### src/rtl/touch_gesture_classifier_top_defines.svh
// Assertion macros shared by the gesture classifier RTL.
// Each macro expects a clock named i_clk and an active-low reset named i_rst_n in scope.
`ifndef TOUCH_GESTURE_CLASSIFIER_TOP_DEFINES_SVH
`define TOUCH_GESTURE_CLASSIFIER_TOP_DEFINES_SVH

// The consequent must hold in the same cycle as the antecedent.
`define TGC_ASSERT_SAME(label, ante, cons, msg) \
    label: assert property (@(posedge i_clk) disable iff (!i_rst_n) \
        (ante) |-> (cons)) else $error(msg);

// The consequent must hold in the cycle after the antecedent.
`define TGC_ASSERT_NEXT(label, ante, cons, msg) \
    label: assert property (@(posedge i_clk) disable iff (!i_rst_n) \
        (ante) |=> (cons)) else $error(msg);

`endif

### src/rtl/tgc_pkg.sv
// Package for the touch gesture classifier: beat types, configuration types and codes.
// It has no dependencies. Every module of the block imports it.
package tgc_pkg;

    localparam int COORD_W    = 9;
    localparam int TIME_W     = 32;
    localparam int MS_CFG_W   = 16;
    localparam int CFG_IDX_W  = 2;
    localparam int CFG_DATA_W = 16;

    // Configuration register indexes.
    localparam logic [CFG_IDX_W-1:0] CFG_LONG_PRESS_TIME = 2'd0;
    localparam logic [CFG_IDX_W-1:0] CFG_TAP_MAX_TIME    = 2'd1;
    localparam logic [CFG_IDX_W-1:0] CFG_SWIPE_DISTANCE  = 2'd2;
    localparam logic [CFG_IDX_W-1:0] CFG_SPLIT_COLUMN    = 2'd3;

    // Reset values of the configuration registers.
    localparam logic [MS_CFG_W-1:0] RST_LONG_PRESS_TIME = 16'd600;
    localparam logic [MS_CFG_W-1:0] RST_TAP_MAX_TIME    = 16'd300;
    localparam logic [COORD_W-1:0]  RST_SWIPE_DISTANCE  = 9'd60;
    localparam logic [COORD_W-1:0]  RST_SPLIT_COLUMN    = 9'd240;

    typedef enum logic [2:0] {
        G_NONE        = 3'd0,
        G_TAP         = 3'd1,
        G_SWIPE_LEFT  = 3'd2,
        G_SWIPE_RIGHT = 3'd3,
        G_LONG_LEFT   = 3'd4,
        G_LONG_RIGHT  = 3'd5
    } t_gesture;

    typedef struct packed {
        logic               touch_active;
        logic [COORD_W-1:0] touch_x;
        logic [COORD_W-1:0] touch_y;
        logic [TIME_W-1:0]  now_ms;
    } t_in_beat;

    typedef struct packed {
        t_gesture           gesture;
        logic [COORD_W-1:0] event_x;
        logic [COORD_W-1:0] event_y;
    } t_out_beat;

    typedef struct packed {
        logic [MS_CFG_W-1:0] long_press_time;
        logic [MS_CFG_W-1:0] tap_max_time;
        logic [COORD_W-1:0]  swipe_distance;
        logic [COORD_W-1:0]  split_column;
    } t_cfg;

endpackage

### src/rtl/tgc_cfg.sv
// Configuration register file of the touch gesture classifier.
// Depends on tgc_pkg for the register indexes, reset values and the t_cfg struct.
module tgc_cfg
    import tgc_pkg::*;
(
    input  logic                  i_clk,
    input  logic                  i_rst_n,
    input  logic                  i_cfg_we,
    input  logic [CFG_IDX_W-1:0]  i_cfg_idx,
    input  logic [CFG_DATA_W-1:0] i_cfg_data,
    output t_cfg                  o_cfg
);

    t_cfg r_cfg;

    // Write one register per enabled cycle; the narrow ones take the low bits.
    always_ff @(posedge i_clk) begin
        if (!i_rst_n) begin
            r_cfg.long_press_time <= RST_LONG_PRESS_TIME;
            r_cfg.tap_max_time    <= RST_TAP_MAX_TIME;
            r_cfg.swipe_distance  <= RST_SWIPE_DISTANCE;
            r_cfg.split_column    <= RST_SPLIT_COLUMN;
        end else if (i_cfg_we) begin
            case (i_cfg_idx)
                CFG_LONG_PRESS_TIME: r_cfg.long_press_time <= i_cfg_data[MS_CFG_W-1:0];
                CFG_TAP_MAX_TIME:    r_cfg.tap_max_time    <= i_cfg_data[MS_CFG_W-1:0];
                CFG_SWIPE_DISTANCE:  r_cfg.swipe_distance  <= i_cfg_data[COORD_W-1:0];
                CFG_SPLIT_COLUMN:    r_cfg.split_column    <= i_cfg_data[COORD_W-1:0];
                default: begin
                end
            endcase
        end
    end

    assign o_cfg = r_cfg;

endmodule

### src/rtl/tgc_classify.sv
// Press tracking state and gesture decision for one poll of the touch panel.
// Depends on tgc_pkg for the beat types, the gesture codes and the t_cfg struct.
module tgc_classify
    import tgc_pkg::*;
(
    input  logic      i_clk,
    input  logic      i_rst_n,
    input  logic      i_step,
    input  t_in_beat  i_beat,
    input  t_cfg      i_cfg,
    output t_out_beat o_result
);

    logic               r_is_pressed;
    logic               r_long_reported;
    logic [COORD_W-1:0] r_start_x;
    logic [COORD_W-1:0] r_start_y;
    logic [COORD_W-1:0] r_last_x;
    logic [TIME_W-1:0]  r_press_time;

    logic               n_is_pressed;
    logic               n_long_reported;

    logic               new_press;
    logic               held;
    logic               release_evt;
    logic [COORD_W-1:0] cur_x;
    logic               leftward;
    logic [COORD_W-1:0] span;
    logic [TIME_W-1:0]  dur;
    logic               small_travel;
    logic               long_due;
    logic               tap_due;
    t_gesture           gesture;

    assign new_press   = i_beat.touch_active && !r_is_pressed;
    assign held        = i_beat.touch_active && r_is_pressed;
    assign release_evt = !i_beat.touch_active && r_is_pressed;

    // Travel is measured to the current x while held, to the last seen x on release.
    assign cur_x        = i_beat.touch_active ? i_beat.touch_x : r_last_x;
    assign leftward     = cur_x < r_start_x;
    assign span         = leftward ? (r_start_x - cur_x) : (cur_x - r_start_x);
    assign small_travel = span < i_cfg.swipe_distance;

    // Elapsed time wraps with the free running millisecond counter.
    assign dur      = i_beat.now_ms - r_press_time;
    assign long_due = dur >= {{(TIME_W-MS_CFG_W){1'b0}}, i_cfg.long_press_time};
    assign tap_due  = dur <= {{(TIME_W-MS_CFG_W){1'b0}}, i_cfg.tap_max_time};

    // Gesture decision and the next press flags.
    always_comb begin
        gesture         = G_NONE;
        n_is_pressed    = r_is_pressed;
        n_long_reported = r_long_reported;
        if (new_press) begin
            n_is_pressed    = 1'b1;
            n_long_reported = 1'b0;
        end else if (held) begin
            if (!r_long_reported && long_due && small_travel) begin
                n_long_reported = 1'b1;
                gesture = (r_start_x < i_cfg.split_column) ? G_LONG_LEFT : G_LONG_RIGHT;
            end
        end else if (release_evt) begin
            n_is_pressed = 1'b0;
            if (!r_long_reported) begin
                if (tap_due && small_travel) begin
                    gesture = G_TAP;
                end else if (!small_travel) begin
                    gesture = leftward ? G_SWIPE_LEFT : G_SWIPE_RIGHT;
                end
            end
        end
    end

    // Press flags are control state and are cleared by reset.
    always_ff @(posedge i_clk) begin
        if (!i_rst_n) begin
            r_is_pressed    <= 1'b0;
            r_long_reported <= 1'b0;
        end else if (i_step) begin
            r_is_pressed    <= n_is_pressed;
            r_long_reported <= n_long_reported;
        end
    end

    // Start point, start time and latest x are only read while a press is open.
    always_ff @(posedge i_clk) begin
        if (i_step) begin
            if (new_press) begin
                r_start_x    <= i_beat.touch_x;
                r_start_y    <= i_beat.touch_y;
                r_press_time <= i_beat.now_ms;
            end
            if (i_beat.touch_active) begin
                r_last_x <= i_beat.touch_x;
            end
        end
    end

    assign o_result.gesture = gesture;
    assign o_result.event_x = (gesture != G_NONE) ? r_start_x : '0;
    assign o_result.event_y = (gesture != G_NONE) ? r_start_y : '0;

endmodule

### src/rtl/touch_gesture_classifier_top.sv
// Top level of the touch gesture classifier: input register, classifier, result register.
// Depends on tgc_pkg, tgc_cfg, tgc_classify and touch_gesture_classifier_top_defines.svh.
//
// Use of the block:
//   Input channel: one beat per touch poll (touch flag, x, y, millisecond time),
//   taken at a clock edge with i_in_valid high and o_in_stall low.
//   Output channel: exactly one result beat per poll (gesture, start x, start y),
//   taken at a clock edge with o_out_valid high and i_out_stall low.
//   An accepted poll waits in the input register, is classified on its way into the
//   result register and is presented from there until it is taken.
//   Throughput: one poll per cycle unless the receiver stalls; the decision is a 32-bit
//   subtract, two 32-bit compares and three 9-bit compares between the input and result registers.
//   When the receiver stalls, the result register holds; the input register still
//   takes one more poll, and then o_in_stall rises until the result moves on.
//   Reset (synchronous, active low) empties both registers, ends any open press
//   and loads the default thresholds: 600 ms long press, 300 ms tap, 60 pixel
//   swipe, split at column 240.
//   Configuration writes take effect on the next cycle and must be made while idle.
`include "touch_gesture_classifier_top_defines.svh"

module touch_gesture_classifier_top
    import tgc_pkg::*;
(
    input  logic                  i_clk,
    input  logic                  i_rst_n,
    input  logic                  i_in_valid,
    output logic                  o_in_stall,
    input  t_in_beat              i_in_beat,
    output logic                  o_out_valid,
    input  logic                  i_out_stall,
    output t_out_beat             o_out_beat,
    input  logic                  i_cfg_we,
    input  logic [CFG_IDX_W-1:0]  i_cfg_idx,
    input  logic [CFG_DATA_W-1:0] i_cfg_data
);

    logic      r_in_valid;
    t_in_beat  r_in_beat;
    logic      r_out_valid;
    t_out_beat r_out_beat;

    t_cfg      cfg;
    t_out_beat result;
    logic      out_free;
    logic      step;
    logic      in_take;

    // The result register can load when empty or when its beat leaves this cycle.
    assign out_free   = !r_out_valid || !i_out_stall;
    assign step       = r_in_valid && out_free;
    assign o_in_stall = r_in_valid && !out_free;
    assign in_take    = i_in_valid && !o_in_stall;

    tgc_cfg u_cfg (
        .i_clk      (i_clk),
        .i_rst_n    (i_rst_n),
        .i_cfg_we   (i_cfg_we),
        .i_cfg_idx  (i_cfg_idx),
        .i_cfg_data (i_cfg_data),
        .o_cfg      (cfg)
    );

    tgc_classify u_classify (
        .i_clk    (i_clk),
        .i_rst_n  (i_rst_n),
        .i_step   (step),
        .i_beat   (r_in_beat),
        .i_cfg    (cfg),
        .o_result (result)
    );

    // Input register.
    always_ff @(posedge i_clk) begin
        if (!i_rst_n) begin
            r_in_valid <= 1'b0;
        end else if (in_take) begin
            r_in_valid <= 1'b1;
        end else if (step) begin
            r_in_valid <= 1'b0;
        end
    end

    always_ff @(posedge i_clk) begin
        if (in_take) begin
            r_in_beat <= i_in_beat;
        end
    end

    // Result register.
    always_ff @(posedge i_clk) begin
        if (!i_rst_n) begin
            r_out_valid <= 1'b0;
        end else if (step) begin
            r_out_valid <= 1'b1;
        end else if (!i_out_stall) begin
            r_out_valid <= 1'b0;
        end
    end

    always_ff @(posedge i_clk) begin
        if (step) begin
            r_out_beat <= result;
        end
    end

    assign o_out_valid = r_out_valid;
    assign o_out_beat  = r_out_beat;

    // A poll moved into the classifier always leaves a result behind.
    `TGC_ASSERT_NEXT(a_step_fills_out, step, r_out_valid, "poll lost before the result register")

    // A waiting poll stays in the input register until it is classified.
    `TGC_ASSERT_NEXT(a_in_held, r_in_valid && !step, r_in_valid, "waiting poll dropped")

    // Back-pressure on the input only comes from a full pipeline.
    `TGC_ASSERT_SAME(a_stall_full, o_in_stall, r_in_valid && r_out_valid && i_out_stall,
        "input stalled with room in the pipeline")

    // A result without a gesture carries a zero start point.
    `TGC_ASSERT_SAME(a_none_zero, r_out_valid && (r_out_beat.gesture == G_NONE),
        (r_out_beat.event_x == '0) && (r_out_beat.event_y == '0),
        "empty gesture with a non-zero point")

endmodule
### config.mk
export PLATFORM = sky130hd
export DESIGN_NAME = touch_gesture_classifier_top
export DESIGN_NICKNAME = d
export VERILOG_FILES = /design/src/rtl/tgc_pkg.sv /design/src/rtl/tgc_cfg.sv /design/src/rtl/tgc_classify.sv /design/src/rtl/touch_gesture_classifier_top.sv
export VERILOG_INCLUDE_DIRS = /design/src /design/src/rtl
export SDC_FILE = /design/constraint.sdc
export NUM_CORES = 1
export LEC_CHECK = 0
export BUFFER_PORTS_ARGS = -buffer_cell sky130_fd_sc_hd__buf_2
export CAP_MARGIN = 20
export CORE_UTILIZATION = 60
export CTS_CLUSTER_DIAMETER = 30
export CTS_CLUSTER_SIZE = 12
export DETAILED_ROUTE_END_ITERATION = 6
export PLACE_DENSITY_LB_ADDON = 0.3
export SETUP_SLACK_MARGIN = 0.15
export SLEW_MARGIN = 20
export SYNTH_ARGS = -nofsm -noshare
export SYNTH_HDL_FRONTEND = slang
export SYNTH_SLANG_ARGS = --single-unit
### constraint.sdc
create_clock -name i_clk -period 12.83 [get_ports i_clk]
set_clock_uncertainty 0.1 [all_clocks]
set_input_delay 2.566 -clock i_clk [delete_from_list [all_inputs] [get_ports i_clk]]
set_output_delay 2.566 -clock i_clk [all_outputs]
set_load 0.05 [all_outputs]
==> summary.md <==
| Metric | Value |
|---|---|
| Status | `finished clean` |
| Crit path DAT | `~6.5 ns` |
| PwrDens | `125.9 nW/um2` |
| Crit path max fanout | `18` |
| Post-Synth XOR/XNOR Area | `under 10%` |
| Routed wl met2 | `between 10,000 and 15,000 um` |
| Worst setup margin | `6.381 ns` |
| Tmin final | `around 6.4 ns` |
| Mapped Cells | `989` |
| Gpl congestion | `0.8991` |
| Num CTS Buffers | `17` |
| Leak | `between 4 and 5 nW` |
| Vias | `7,341` |
| Met1 WL | `a little under 10,000 um` |
| Post-DRT Antenna Nets | `0` |
| Total wire length | `21,080 um` |
| Post-cts resize count | `0` |
| Worst-Margin Slew | `0.9000 ns` |
| PnR Total Power | `1.446 mW` |
| Area contributors post-synth | `edfxtp_1, ha_1, dfxtp_1` |
| Max Clk Rate | `155.1 MHz` |
| DRC Markers | `0` |
| Setup violators final | `0` |
| Post-synth net total | `1,165` |
| Setup_tns | `0 ns` |
| Vias per cell | `5.621` |
| Max Slew Vio Count | `0` |
| Fin. Hold Viols | `0` |
| Placed cell area | `approximately 11,000 um2` |
| Final Instance Area | `11,480 um2` |
| Dpl hpwl | `between 15,000 and 20,000 um` |
| ANT cells | `0` |
| Worst-Skew Late Latency | `0.44 ns` |
| Library cells used by synthesis | `69` |
| DIE AREA | `17,610 um2` |
| Netlist Area Pre-Place | `between 10,000 and 15,000 um2` |
| Top FF cell, synth | `edfxtp_1` |
| Initial Utilization | `61.58%` |
| Mapped Avg Cell Area | `roughly 10 um2` |
| Global-route wire length before repair | `between 30,000 and 40,000 um` |
| Top cells by count, synth | `edfxtp_1, nand2_1, inv_1` |
| Worst VDD drop | `0.0001041 V` |
| Mux contribution to synthesized area | `2.417%` |
| Fraction of the mapped netlist area in adder cells | `12.67%` |
| Post-synthesis sequential area ratio | `48.93%` |
| Slew Limit Headroom | `40.00%` |
| HP Class | `register to register` |
| Port-buffer cells | `96` |
| Final hold slack | `roughly 0.33 ns` |
| Synth warnings | `0` |
| EDFF count, synth | `131` |
| Antenna violations before repair | `0` |
| Core area | `16,640 um2` |
| Fin cells | `1,306` |
| Seq cells post-synth | `185` |
| Place WS | `6.399 ns` |
| Number of hold buffers added after CTS | `0` |
| Setup crit end kind | `register` |
| Crit path required time | `12.88 ns` |
| Synth area leader | `edfxtp_1` |
| RSZ-0062 raised after global routing | `false` |
| TritonCTS clock tree | `done` |
| Largest family of logic cells by synthesized area | `compound AO/OA/AOI/OAI gates` |
| Asr flop ratio synth | `0%` |
| GRT Util Overall | `25.34%` |
| Final nets | `between 1k and 1.5k` |
| Rows | `47` |
| Final cycle utilization of the critical path | `50.26%` |
| IO Pins | `97` |
| Sinks on Clock Net | `185` |
| Metal3 WL | `832 um` |
| Die width | `132.7 um` |
| Maximum buffer depth of the clock tree | `2` |
| Setup Buffers After CTS | `0` |
| Grt ovf | `0` |
| DRC marker count from the first detailed-route iteration | `365` |
| P&R area growth vs syn | `12.04%` |
| Compound-Gate Fraction of Synth Area | `15.47%` |
| Placed Cells incl. Taps | `1,274` |
| Top sig layer | `met4` |
| Die height | `around 130 um` |
| Synth Area in Simple Gates | `12.50%` |
| Root Buffer | `clkbuf_16` |
| Drt pass-1 iters | `5` |
| Pin count of the biggest net entering global routing | `55` |
| Vias in the first global route | `7,226` |
| Top-count cell post-synth | `edfxtp_1` |
| Fin util | `approximately 69%` |
| Wirelength per Cell | `16.14 um` |
| Area share of the largest cell type after synthesis | `38.38%` |
| Worst-path clk slew | `0.07 ns` |
| H-tree depth | `4` |
| Share of layout cells above drive strength 1 | `13.81%` |
| Crit start category | `register` |
| MaxCap Viol Count | `0` |
| Setup CP Type | `register to register` |
[path summary, 6_finish.rpt]
| kind | slack, ns | start | endpoint | cells past startpoint |
|---|---|---|---|---|
| setup / recovery | 6.38 | r_in_beat[50] | o_out_beat[1] | 20 |
| setup reg to reg | 6.38 | r_in_beat[50] | o_out_beat[1] | 20 |
| hold / removal | 0.33 | r_in_beat[34] | u_classify.r_start_y[2] | 0 |
| hold reg to reg | 0.33 | r_in_beat[34] | u_classify.r_start_y[2] | 0 |
[final cells by class]
cell class              count  area, um2
clock inverters            14      157.7
clock buffers              18      429.2
fillers                  1277       5160
inverters                 110      412.9
well taps                 220      275.3
multi-input cells         660       4690
flip-flops and latches    185       5015
repair buffers             99      503.0
[logic make-up after synthesis]
group / Yosys count
flops: 185
buf+inv: 144
xor+xnor: 30
simple gates: 268
compound gates: 236
fa+ha+maj: 102
mux: 24
[cell usage in the layout, fill, tap and decap left out, types with 35 or more instances in the layout]
| cell | n |
|---|---|
| a21boi_0 | 37 |
| nand2_1 | 128 |
| inv_1 | 109 |
| buf_2 | 96 |
| a21oi_1 | 58 |
| dfxtp_1 | 54 |
| o21ai_0 | 35 |
| nor2_1 | 37 |
| edfxtp_1 | 131 |
| ha_1 | 99 |
[layer usage]
| layer | global-route usage [%] | vias to the layer above |
|---|---|---|
| met4 | 6.833 | 0 |
| li1 | - | 3693 |
| met1 | 33.63 | 3453 |
| met5 | 0 | - |
| met3 | 3.908 | 22 |
| met2 | 43.27 | 173 |
[sequential cells by signal, summed over array words and instances, names as in the netlist]
name                        flops
r_in_valid                      1
u_classify.r_start_x            9
u_cfg.o_cfg                    50
r_in_beat                      51
o_out_valid                     1
u_classify.r_is_pressed         1
u_classify.r_press_time        32
u_classify.r_long_reported      1
u_classify.r_last_x             9
o_out_beat                     21
u_classify.r_start_y            9
[worst max-delay path, stage by stage (launching register included)]
cell and delay, ns:
edfxtp_1 0.77, mux2i_1 0.46, ha_1 0.31, nor2b_1 0.13, o21ai_0 0.21, a21oi_1 0.14, nor4_1 0.24, o41a_1 0.69
mux2i_1 0.38, o221a_2 0.28, o21ai_1 0.08, a21oi_1 0.21, xnor2_1 0.11, ha_1 0.20, or4_1 0.49, a21oi_1 0.11
o21ai_0 0.09, o21ai_0 0.23, nor2_1 0.18, a211oi_4 0.65, nor2b_1 0.12
[where the power goes]
part,switching (mW),internal (mW)
Clock,0.242,0.276
Combinational,0.150,0.0985
Sequential,0.0117,0.668
No activity file was read; power rests on OpenSTA's default activity.
